==> config.mk <==
export PLATFORM = sky130hd
export DESIGN_NAME = line_raster_stepper_core
export DESIGN_NICKNAME = d
export VERILOG_FILES = /design/src/sv/lrs_pkg.sv /design/src/sv/line_raster_stepper_core.sv /design/src/sv/lrs_step_unit.sv
export SDC_FILE = /design/constraint.sdc
export NUM_CORES = 1
export LEC_CHECK = 0
export ABC_AREA = 1
export BUFFER_PORTS_ARGS = -buffer_cell sky130_fd_sc_hd__buf_4
export CAP_MARGIN = 0
export CORE_MARGIN = 1.5
export CORE_UTILIZATION = 50
export CTS_CLUSTER_DIAMETER = 60
export DETAILED_ROUTE_END_ITERATION = 8
export PLACE_DENSITY = 0.68
export REMOVE_ABC_BUFFERS = 1
export SLEW_MARGIN = 20
export SYNTH_ARGS = -nofsm -noshare
export SYNTH_HDL_FRONTEND = slang
export SYNTH_SLANG_ARGS = --single-unit
==> constraint.sdc <==
create_clock -name clock -period 9.9 [get_ports clock]
set_input_delay 0.495 -clock clock [delete_from_list [all_inputs] [get_ports clock]]
set_output_delay 0.495 -clock clock [all_outputs]
set_load 0.02 [all_outputs]
==> src/sv/lrs_pkg.sv <==
// Shared types and constants for the line raster stepper.
`default_nettype none

package lrs_pkg;

   localparam int COORD_BITS = 6;
   localparam int ERR_BITS   = COORD_BITS + 3;
   localparam int DATA_BITS  = ((2 * COORD_BITS + 7) / 8) * 8;

   typedef enum logic [1:0] {
      ST_IDLE,
      ST_SETUP,
      ST_RUN
   } state_type;

   typedef enum logic {
      ACT_MOVE = 1'b0,
      ACT_DRAW = 1'b1
   } action_type;

   // Bresenham walker state: major coord, minor coord, decision term.
   typedef struct packed {
      logic [COORD_BITS-1:0] maj;
      logic [COORD_BITS-1:0] mnr;
      logic [ERR_BITS-1:0]   err;
   } step_type;

   // Per-line constants loaded at setup.
   typedef struct packed {
      logic [ERR_BITS-1:0] inc_lo;
      logic [ERR_BITS-1:0] inc_hi;
      logic                mnr_neg;
   } step_ctl_type;

endpackage

`default_nettype wire

==> src/sv/line_raster_stepper_core.sv <==
// Top level of the line raster stepper: pen point, line setup and pixel sequencer.
// Move: loads the pen point, stays idle and ready, no output.
// Draw: a setup state, then one pixel per cycle into the output register while
//   the sink accepts; a line of L pixels (major-axis length + 1) holds req_tready
//   low through setup and until the last pixel is registered. The first pixel goes
//   via setup and run states into the output register; the step unit sets the rate.
// Synchronous active-high reset: pen point to (0,0), sequencer idle, no output.
`default_nettype none

module line_raster_stepper_core
   import lrs_pkg::*;
(
   input  wire logic                 clock,
   input  wire logic                 reset,
   // input channel
   input  wire logic                 req_tvalid,
   output      logic                 req_tready,
   input  wire logic [DATA_BITS-1:0] req_tdata,   // target_x, target_y, zero pad
   input  wire logic                 req_tuser,   // action (0 move, 1 draw)
   // result channel
   output      logic                 rsp_tvalid,
   input  wire logic                 rsp_tready,
   output      logic [DATA_BITS-1:0] rsp_tdata,   // pixel_x, pixel_y, zero pad
   output      logic                 rsp_tlast    // last_pixel
);

   localparam int CW = COORD_BITS;
   localparam int EW = ERR_BITS;

   state_type      state_ff, state_in;
   logic [CW-1:0]  pen_x_ff, pen_x_in;
   logic [CW-1:0]  pen_y_ff, pen_y_in;
   logic [CW-1:0]  bx_ff, bx_in;        // latched target
   logic [CW-1:0]  by_ff, by_in;
   step_type       step_ff, step_in;    // walker position and decision term
   step_ctl_type   ctl_ff, ctl_in;
   logic [CW-1:0]  end_ff, end_in;      // major coordinate of the final pixel
   logic           maj_x_ff, maj_x_in;  // x is the major axis
   logic           rsp_valid_ff, rsp_valid_in;
   logic [CW-1:0]  rsp_x_ff, rsp_x_in;
   logic [CW-1:0]  rsp_y_ff, rsp_y_in;
   logic           rsp_last_ff, rsp_last_in;

   step_type       step_nxt;

   // setup terms
   logic [CW-1:0]  dx, dy, dmaj, dmin;
   logic           maj_x, swap;
   logic [CW-1:0]  start_x, start_y, start_maj, start_mnr, other_mnr, end_maj;
   logic [EW-1:0]  dmaj2, dmin2;

   logic           req_xfer, out_free, is_last;

   assign req_xfer = req_tvalid && req_tready;
   assign out_free = !rsp_valid_ff || rsp_tready;
   assign is_last  = (step_ff.maj == end_ff);

   lrs_step_unit u_step (
      .cur (step_ff),
      .ctl (ctl_ff),
      .nxt (step_nxt)
   );

   // line setup from pen (start) and latched target (end)
   always_comb begin
      dx    = (pen_x_ff > bx_ff) ? (pen_x_ff - bx_ff) : (bx_ff - pen_x_ff);
      dy    = (pen_y_ff > by_ff) ? (pen_y_ff - by_ff) : (by_ff - pen_y_ff);
      // ties go to y; axis-aligned lines fall out of the same walk
      maj_x = (dx > dy);
      dmaj  = maj_x ? dx : dy;
      dmin  = maj_x ? dy : dx;
      swap  = maj_x ? (pen_x_ff > bx_ff) : (pen_y_ff > by_ff);
      start_x = swap ? bx_ff : pen_x_ff;
      start_y = swap ? by_ff : pen_y_ff;
      start_maj = maj_x ? start_x : start_y;
      start_mnr = maj_x ? start_y : start_x;
      if (maj_x) begin
         other_mnr = swap ? pen_y_ff : by_ff;
         end_maj   = swap ? pen_x_ff : bx_ff;
      end else begin
         other_mnr = swap ? pen_x_ff : bx_ff;
         end_maj   = swap ? pen_y_ff : by_ff;
      end
      dmaj2 = EW'({dmaj, 1'b0});
      dmin2 = EW'({dmin, 1'b0});
   end

   always_comb begin
      state_in     = state_ff;
      pen_x_in     = pen_x_ff;
      pen_y_in     = pen_y_ff;
      bx_in        = bx_ff;
      by_in        = by_ff;
      step_in      = step_ff;
      ctl_in       = ctl_ff;
      end_in       = end_ff;
      maj_x_in     = maj_x_ff;
      rsp_valid_in = rsp_valid_ff;
      rsp_x_in     = rsp_x_ff;
      rsp_y_in     = rsp_y_ff;
      rsp_last_in  = rsp_last_ff;
      req_tready   = 1'b0;

      if (rsp_valid_ff && rsp_tready) begin
         rsp_valid_in = 1'b0;
      end

      unique case (state_ff)
         ST_IDLE: begin
            req_tready = 1'b1;
            if (req_xfer) begin
               bx_in = req_tdata[CW-1:0];
               by_in = req_tdata[2*CW-1:CW];
               if (action_type'(req_tuser) == ACT_DRAW) begin
                  state_in = ST_SETUP;
               end else begin
                  pen_x_in = req_tdata[CW-1:0];
                  pen_y_in = req_tdata[2*CW-1:CW];
               end
            end
         end
         ST_SETUP: begin
            step_in.maj    = start_maj;
            step_in.mnr    = start_mnr;
            step_in.err    = dmin2 - EW'(dmaj);
            ctl_in.inc_lo  = dmin2;
            ctl_in.inc_hi  = dmin2 - dmaj2;
            ctl_in.mnr_neg = (other_mnr < start_mnr);
            end_in         = end_maj;
            maj_x_in       = maj_x;
            pen_x_in       = bx_ff;
            pen_y_in       = by_ff;
            state_in       = ST_RUN;
         end
         ST_RUN: begin
            if (out_free) begin
               rsp_valid_in = 1'b1;
               rsp_x_in     = maj_x_ff ? step_ff.maj : step_ff.mnr;
               rsp_y_in     = maj_x_ff ? step_ff.mnr : step_ff.maj;
               rsp_last_in  = is_last;
               step_in      = step_nxt;
               if (is_last) begin
                  state_in = ST_IDLE;
               end
            end
         end
         default: begin
            state_in = ST_IDLE;
         end
      endcase
   end

   always_ff @(posedge clock) begin
      if (reset) begin
         state_ff     <= ST_IDLE;
         pen_x_ff     <= '0;
         pen_y_ff     <= '0;
         rsp_valid_ff <= 1'b0;
      end else begin
         state_ff     <= state_in;
         pen_x_ff     <= pen_x_in;
         pen_y_ff     <= pen_y_in;
         rsp_valid_ff <= rsp_valid_in;
      end
   end

   always_ff @(posedge clock) begin
      bx_ff       <= bx_in;
      by_ff       <= by_in;
      step_ff     <= step_in;
      ctl_ff      <= ctl_in;
      end_ff      <= end_in;
      maj_x_ff    <= maj_x_in;
      rsp_x_ff    <= rsp_x_in;
      rsp_y_ff    <= rsp_y_in;
      rsp_last_ff <= rsp_last_in;
   end

   assign rsp_tvalid = rsp_valid_ff;
   assign rsp_tlast  = rsp_last_ff;
   assign rsp_tdata  = DATA_BITS'({rsp_y_ff, rsp_x_ff});

   // a draw transfer always goes through setup
   assert property (@(posedge clock) disable iff (reset)
      (req_xfer && req_tuser) |=> (state_ff == ST_SETUP))
      else $error("draw transfer did not enter setup");

   // a move loads the pen and stays idle
   assert property (@(posedge clock) disable iff (reset)
      (req_xfer && !req_tuser) |=>
         (state_ff == ST_IDLE) && (pen_x_ff == $past(req_tdata[CW-1:0]))
         && (pen_y_ff == $past(req_tdata[2*CW-1:CW])))
      else $error("move did not load pen point");

   // the walker never passes the line end
   assert property (@(posedge clock) disable iff (reset)
      (state_ff == ST_RUN) |-> (step_ff.maj <= end_ff))
      else $error("walker overran line end");

   // a non-final pixel keeps the sequencer running
   assert property (@(posedge clock) disable iff (reset)
      (state_ff == ST_RUN && out_free && !is_last) |=> (state_ff == ST_RUN))
      else $error("sequencer left run before last pixel");

   // the final pixel of a line is flagged last
   assert property (@(posedge clock) disable iff (reset)
      (state_ff == ST_RUN && out_free && is_last) |=> (rsp_tvalid && rsp_tlast))
      else $error("last pixel not flagged");

endmodule

`default_nettype wire

==> src/sv/lrs_step_unit.sv <==
// Stepping unit: one Bresenham advance of the decision term and coordinates.
`default_nettype none

module lrs_step_unit
   import lrs_pkg::*;
(
   input  step_type     cur,
   input  step_ctl_type ctl,
   output step_type     nxt
);

   always_comb begin
      nxt     = cur;
      nxt.maj = cur.maj + COORD_BITS'(1);
      if (cur.err[ERR_BITS-1]) begin
         nxt.err = cur.err + ctl.inc_lo;
      end else begin
         nxt.mnr = ctl.mnr_neg ? (cur.mnr - COORD_BITS'(1)) : (cur.mnr + COORD_BITS'(1));
         nxt.err = cur.err + ctl.inc_hi;
      end
   end

endmodule

`default_nettype wire
# Word-level counts from Yosys, hierarchy flattened
# Cells that the tools add are included.
# totals
memories,0
rom_bits,0
latchBits,0
mem_bits_rw,0
out_inout_bits,19
elab_cells,89
register_bits,84
in_bits,21
# op_classes
bitwise,0
eq_ne,9
muxes,35
div_mod_pow,0
addsub,11
n_reduce_logical,13
magnitude_cmp,4
n_mul,0
n_shift,0
# ops
cell,count
6-bit two-way mux,20
21-bit one-hot mux with 2 select lines,1
6-bit one-hot mux with 2 select lines,2
6-bit subtractor,4
21-bit two-way mux,1
6-bit > comparator,3
6-bit by 1-bit adder with 6-bit output (second input constant),2
2-bit inequality test (second input constant),6
9-bit by 7-bit adder with 9-bit output,1
9-bit adder,1
9-bit two-way mux,1
2-bit two-way mux,4
7-bit by 6-bit subtractor with 8-bit output,1
7-bit by 7-bit subtractor with 8-bit output,1
6-bit equality test,1
6-bit < comparator,1
2-bit one-hot mux with 3 select lines,1
2-bit AND reduction,3
3-bit AND reduction,2
6-bit by 1-bit subtractor with 6-bit output (second input constant),1
1-bit two-way mux,5
4-bit AND reduction,1
2-bit nonzero test,2
2-bit by 1-bit equality test with 1-bit output (second input constant),1
5 further kinds,6

# Longest topological paths before layout
# logic_depth
word_depth,7
depth_mapped,32
mapped_depth_nobuf,30

# Modules after synthesis
# A second synthesis with hierarchy kept.
# hier_totals
cells_unflattened,845
area_unflattened_um2,6617.6
# modules_own_cells
module,area_each_um2,cells_each,instances,seq_area_each_um2
line_raster_stepper_core,5825.6,698,1,2312.2
lrs_step_unit,792.0,147,1,0.0

# Least setup slack after synthesis
# OpenSTA, ideal clock, no wires.
# synth_timing
path_kind,flip-flop to flip-flop
from,reg pen_y_ff[0]
to,reg step_ff[6] (netlist name) (data pin)
setup_slack_ns,5.873
path_stages_with_launch,31
setup_ns,0.260
period_less_slack_ns,4.027
required_ns,9.640
path_buffers,2
arrival_ns,3.767
path_cell_list,dfxtp_1 > inv_1 > ha_1 > inv_1 > fa_1 > nand3_1 > nand3_2 > nand2_2 > nand2_1 > o21ai_1 > inv_1 > ha_1 > nand2_1 > nor2_2 > nand2_1 > nand3_1 > nand2_2 > buf_6 > buf_6 > nand2_1 > nand2_1 > ha_1 > a21oi_1 > nand2_1 > nand2_1 > inv_1 > o21a_1 > nor2_1 > nand2_1 > nand2_1 > o21ai_0
# synth_lines
item,line_no,source
start: declaration,line_raster_stepper_core.sv:32,"logic [CW-1:0] pen_y_ff, pen_y_in;"
start signal: assignment,line_raster_stepper_core.sv:162,pen_y_ff <= pen_y_in;
end signal: assignment,line_raster_stepper_core.sv:170,step_ff <= step_in;
end: declaration,line_raster_stepper_core.sv:35,"step_type step_ff, step_in;"

# Worst setup path in the final report
# layout_timing
from,reg pen_y_ff[0]
to,reg ctl_ff[0] (netlist name) (data pin)
# layout_via
elab_chain_len,7
word_cells_on_any_way,13
cone_classes,add/sub (2); order compare (3); mux (8)
# layout_lines
item,line_no,source
6-bit subtractor / 6-bit > comparator (equally long branches),"line_raster_stepper_core.sv:67, line_raster_stepper_core.sv:72",
6-bit two-way mux,line_raster_stepper_core.sv:67,dy = (pen_y_ff > by_ff) ? (pen_y_ff - by_ff) : (by_ff - pen_y_ff);
6-bit > comparator,line_raster_stepper_core.sv:69,maj_x = (dx > dy);
1-bit two-way mux,line_raster_stepper_core.sv:72,swap = maj_x ? (pen_x_ff > bx_ff) : (pen_y_ff > by_ff);
6-bit two-way mux (on tied branches),n/a,
6-bit two-way mux (on tied branches),"line_raster_stepper_core.sv:77, line_raster_stepper_core.sv:76",
6-bit < comparator *,line_raster_stepper_core.sv:128,ctl_in.mnr_neg = (other_mnr < start_mnr);
end signal: assignment,line_raster_stepper_core.sv:171,ctl_ff <= ctl_in;
end: declaration,line_raster_stepper_core.sv:36,"step_ctl_type ctl_ff, ctl_in;"
# Every way passes the cells marked *; elsewhere a longest branch is shown, timed or not.
# A chain may end at the register's enable or synchronous reset.

==> flow_summary.yaml <==
power_and_ir_drop:
  comb_power_share_pct: 62.1
  p_leak_nw: 3.17
  switchingPower_mw: 1.15
  clkPwrFrac_pct: 14.7
  p_per_area_nw_per_um2: 359
  ir_drop_mv: 0.143
  p_int_mw: 1.27
  p_sw_share_pct: 47.7
  p_seq_share_pct: 23.2
  total_power_mw: 2.42
routing:
  drtPass1Iterations: 5
  vias: 5190
  viasPerCell: 5.36
  routedWlPerCell_um: 14.2
  routed_wl_um: 13700
  drc_errors: 0
  dr.first_iter.drc_count: 334
  ant_nets: 0
final_layout:
  nNetsFinal: 896
  drive_gt1_share_pct: 9.14
  num_antenna_cells: 0
  synthToLayoutAreaGrowth_pct: 9.35
  utilization_pct: 56.1
  design_area_um2: 6740
synthesis:
  synth_most_common_cell: "nand2_1"
  synth_seq_cells: 81
  ys_types: 44
  async_reset_ff_share_pct: 0
  yosys.area.top_type: "edfxtp_1"
  synth-main-ff-cell: "edfxtp_1"
  yosys.area.top_type_share_pct: 32.1
  synth_commonest_cells: "nand2_1, inv_1, edfxtp_1"
  synth.area.top_cells: "edfxtp_1, nand2_1, ha_1, inv_1, o21ai_0"
  syn_avg_cell_area_um2: 7.72
  synthCells: 799
  yosysWarningCount: 0
  ys_seq_area_share_pct: 37.0
  synth_edf_count: 66
  synth_area_um2: 6170
clocking:
  clk_pin_slew_ns: 0.06
  clockBufferDepth: 2
  cts_root_buf: "clkbuf_16"
  numCtsBuffers: 9
  htree_levels: 3
  post_cts_resized: 0
  cts_tree: "done"
  clock_latency_ns: 0.35
  hold_buffers: 0
  post_cts.repair.setup_buffers: 0
  cts_sinks: 81
outcome:
  status: "complete, no violations"
timing:
  skew_ns: 0.00750
  grt_setup_unrepaired: "false"
  tightest_slew_ns: 0.912
  finalMaxSlewViolations: 0
  fin_tns_setup_ns: 0
  hold_viol: 0
  finalSetupViolations: 0
  layout_min_cycle_time_ns: 5.07
  finalCritPeriodShare_pct: 51.2
  slew_headroom_pct: 38.6
  fmax_mhz: 197
grt:
  grt_usage_pct: 22.3
  grt_pass1_wl_um: 22700
  overflow: 0
  antenna_found_initial: 0
  grt_max_degree: 44
  grt_pass1_vias: 4922
floorplanning:
  ioPinCount: 40
  die_y_um: 114
  start_util_pct: 51.3
  die_w_um: 114
  die_area_um2: 13000
  core_um2: 12000
  fp-row-count: 40
worst_setup_path:
  timing.reg2reg.setup_slack_ns: 4.83
  cp-end-kind: "flip-flop"
  critPathKind: "flip-flop to flip-flop"
  path_common_cell: "nand2_1"
  cp-start-kind: "flip-flop"
  critPathMaxStageDelay_ns: 0.55
  cp.arrival_ns: 5.17
  critPathMaxFanout: 43
  critPathSlowestCell: "nand2_2"
  crit_required_ns: 10.00
  r2r_cells: 24
  path_cells: "inv_1 -> ha_1 -> inv_1 -> fa_1 -> nand3_1 -> nand3_2 -> nand2_2 -> nand2_1 -> o21ai_1 -> inv_1 -> ha_1 -> nand2_1 -> nor2_2 -> nand3_1 -> nand2_2 -> nand2_4 -> nand2_4 -> nand2_1 -> o21ai_1 -> mux2i_1 -> ha_1 -> nand2_1 -> o21ai_0 -> a21oi_2"
flow_run:
  max_cap_viol_count: 0
worst_hold_path:
  hold_class: "input port to flip-flop"
  whs_path_depth: 2
placement:
  gp_congestion: 0.948
  dpl_cell_area_um2: 6430
  io_buffer_count: 31
  dp_hpwl_um: 10400
-- routing by layer --
layer / wire length (um) / global-route usage (%)
met1: 6480 / 28.5
met2: 6260 / 36.9
met3: 617 / 4.66
met4: 350 / 9.08
met5: 0 / 0
-- cells by family after synthesis --
| logic type | Yosys count | synth area share, % |
|---|---|---|
| simple gates | 341 | 23.3 |
| compound gates | 160 | 14.2 |
| buf+inv | 134 | 9.37 |
| flops | 81 | 37.0 |
| fa+ha+maj | 58 | 12.6 |
| xor+xnor | 22 | 3.12 |
| mux | 2 | 0.325 |
| other cells | 1 | 0.0608 |
-- critical path, delay by kind of cell, from the launching register on --
kind | cells | cell delay [ns]
DFF | 1 | 0.35
muxes | 1 | 0.18
buffers and inverters | 3 | 0.24
and+or+nand+nor | 12 | 2.04
AOI/OAI and AO/OA | 4 | 0.60
adders and majority gates | 4 | 1.38
-- layout make-up --
| class | count | area (um2) |
|---|---|---|
| well taps | 147 | 184 |
| flip-flops and latches | 81 | 2280 |
| fillers | 1113 | 5270 |
| repair buffers | 34 | 255 |
| clock inverters | 5 | 80.1 |
| multi-input cells | 587 | 3320 |
| inverters | 104 | 390 |
| clock buffers | 10 | 229 |
-- power by group through the flow --
stage | Clock (mW) | Combinational, mW | Sequential, mW
after floorplan | 0 | 1.14 | 0.558
after global placement | 0 | 1.43 | 0.564
after detailed placement | 0 | 1.47 | 0.568
after CTS | 0.362 | 1.49 | 0.561
after global routing | 0.374 | 1.72 | 0.568
final | 0.356 | 1.50 | 0.560
-- registers in the layout (all words and copies together), names as in the netlist, 2 cells and up --
register	cells
step_ff	20
ctl_ff	14
bx_ff	6
by_ff	6
end_ff	6
pen_x_ff	6
pen_y_ff	6
rsp_x_ff	6
rsp_y_ff	6
state_ff	2
-- cell usage in the layout (no fill, tap or decap), types with 4 or more instances in the layout --
| master | count |
|---|---|
| xnor2_1 | 4 |
| fa_1 | 7 |
| nor2_2 | 4 |
| buf_4 | 34 |
| dfxtp_1 | 15 |
| or2_2 | 5 |
| conb_1 | 4 |
| a21oi_1 | 38 |
| edfxtp_1 | 66 |
| xor2_1 | 18 |
| o211ai_1 | 4 |
| nand3_1 | 36 |
| o21ai_1 | 25 |
| o21ai_0 | 63 |
| inv_2 | 4 |
| nand2_2 | 5 |
| ha_1 | 51 |
| inv_1 | 99 |
| a31oi_1 | 14 |
| nand2_1 | 233 |
| clkbuf_16 | 9 |
| nor2_1 | 40 |
-- metrics by stage --
step                      cells  worst slack, ns  hold WS (ns)
after floorplan             772             5.62         0.531
after global placement      953             4.95         0.535
after detailed placement    953             4.89         0.547
after CTS                   968             4.83         0.306
after global routing        968             4.39         0.315
final                       968             4.83         0.310
-- path summary, 6_finish.rpt --
path	start	endpoint
setup / recovery	pen_y_ff[0]$_SDFFE_PP0P_	ctl_ff[0]$_DFFE_PP_
hold / removal	reset	rsp_tvalid$_SDFF_PP0_
hold reg to reg	rsp_tvalid$_SDFF_PP0_	rsp_tvalid$_SDFF_PP0_
setup reg to reg	pen_y_ff[0]$_SDFFE_PP0P_	ctl_ff[0]$_DFFE_PP_
(Power assumes the default switching activity.)
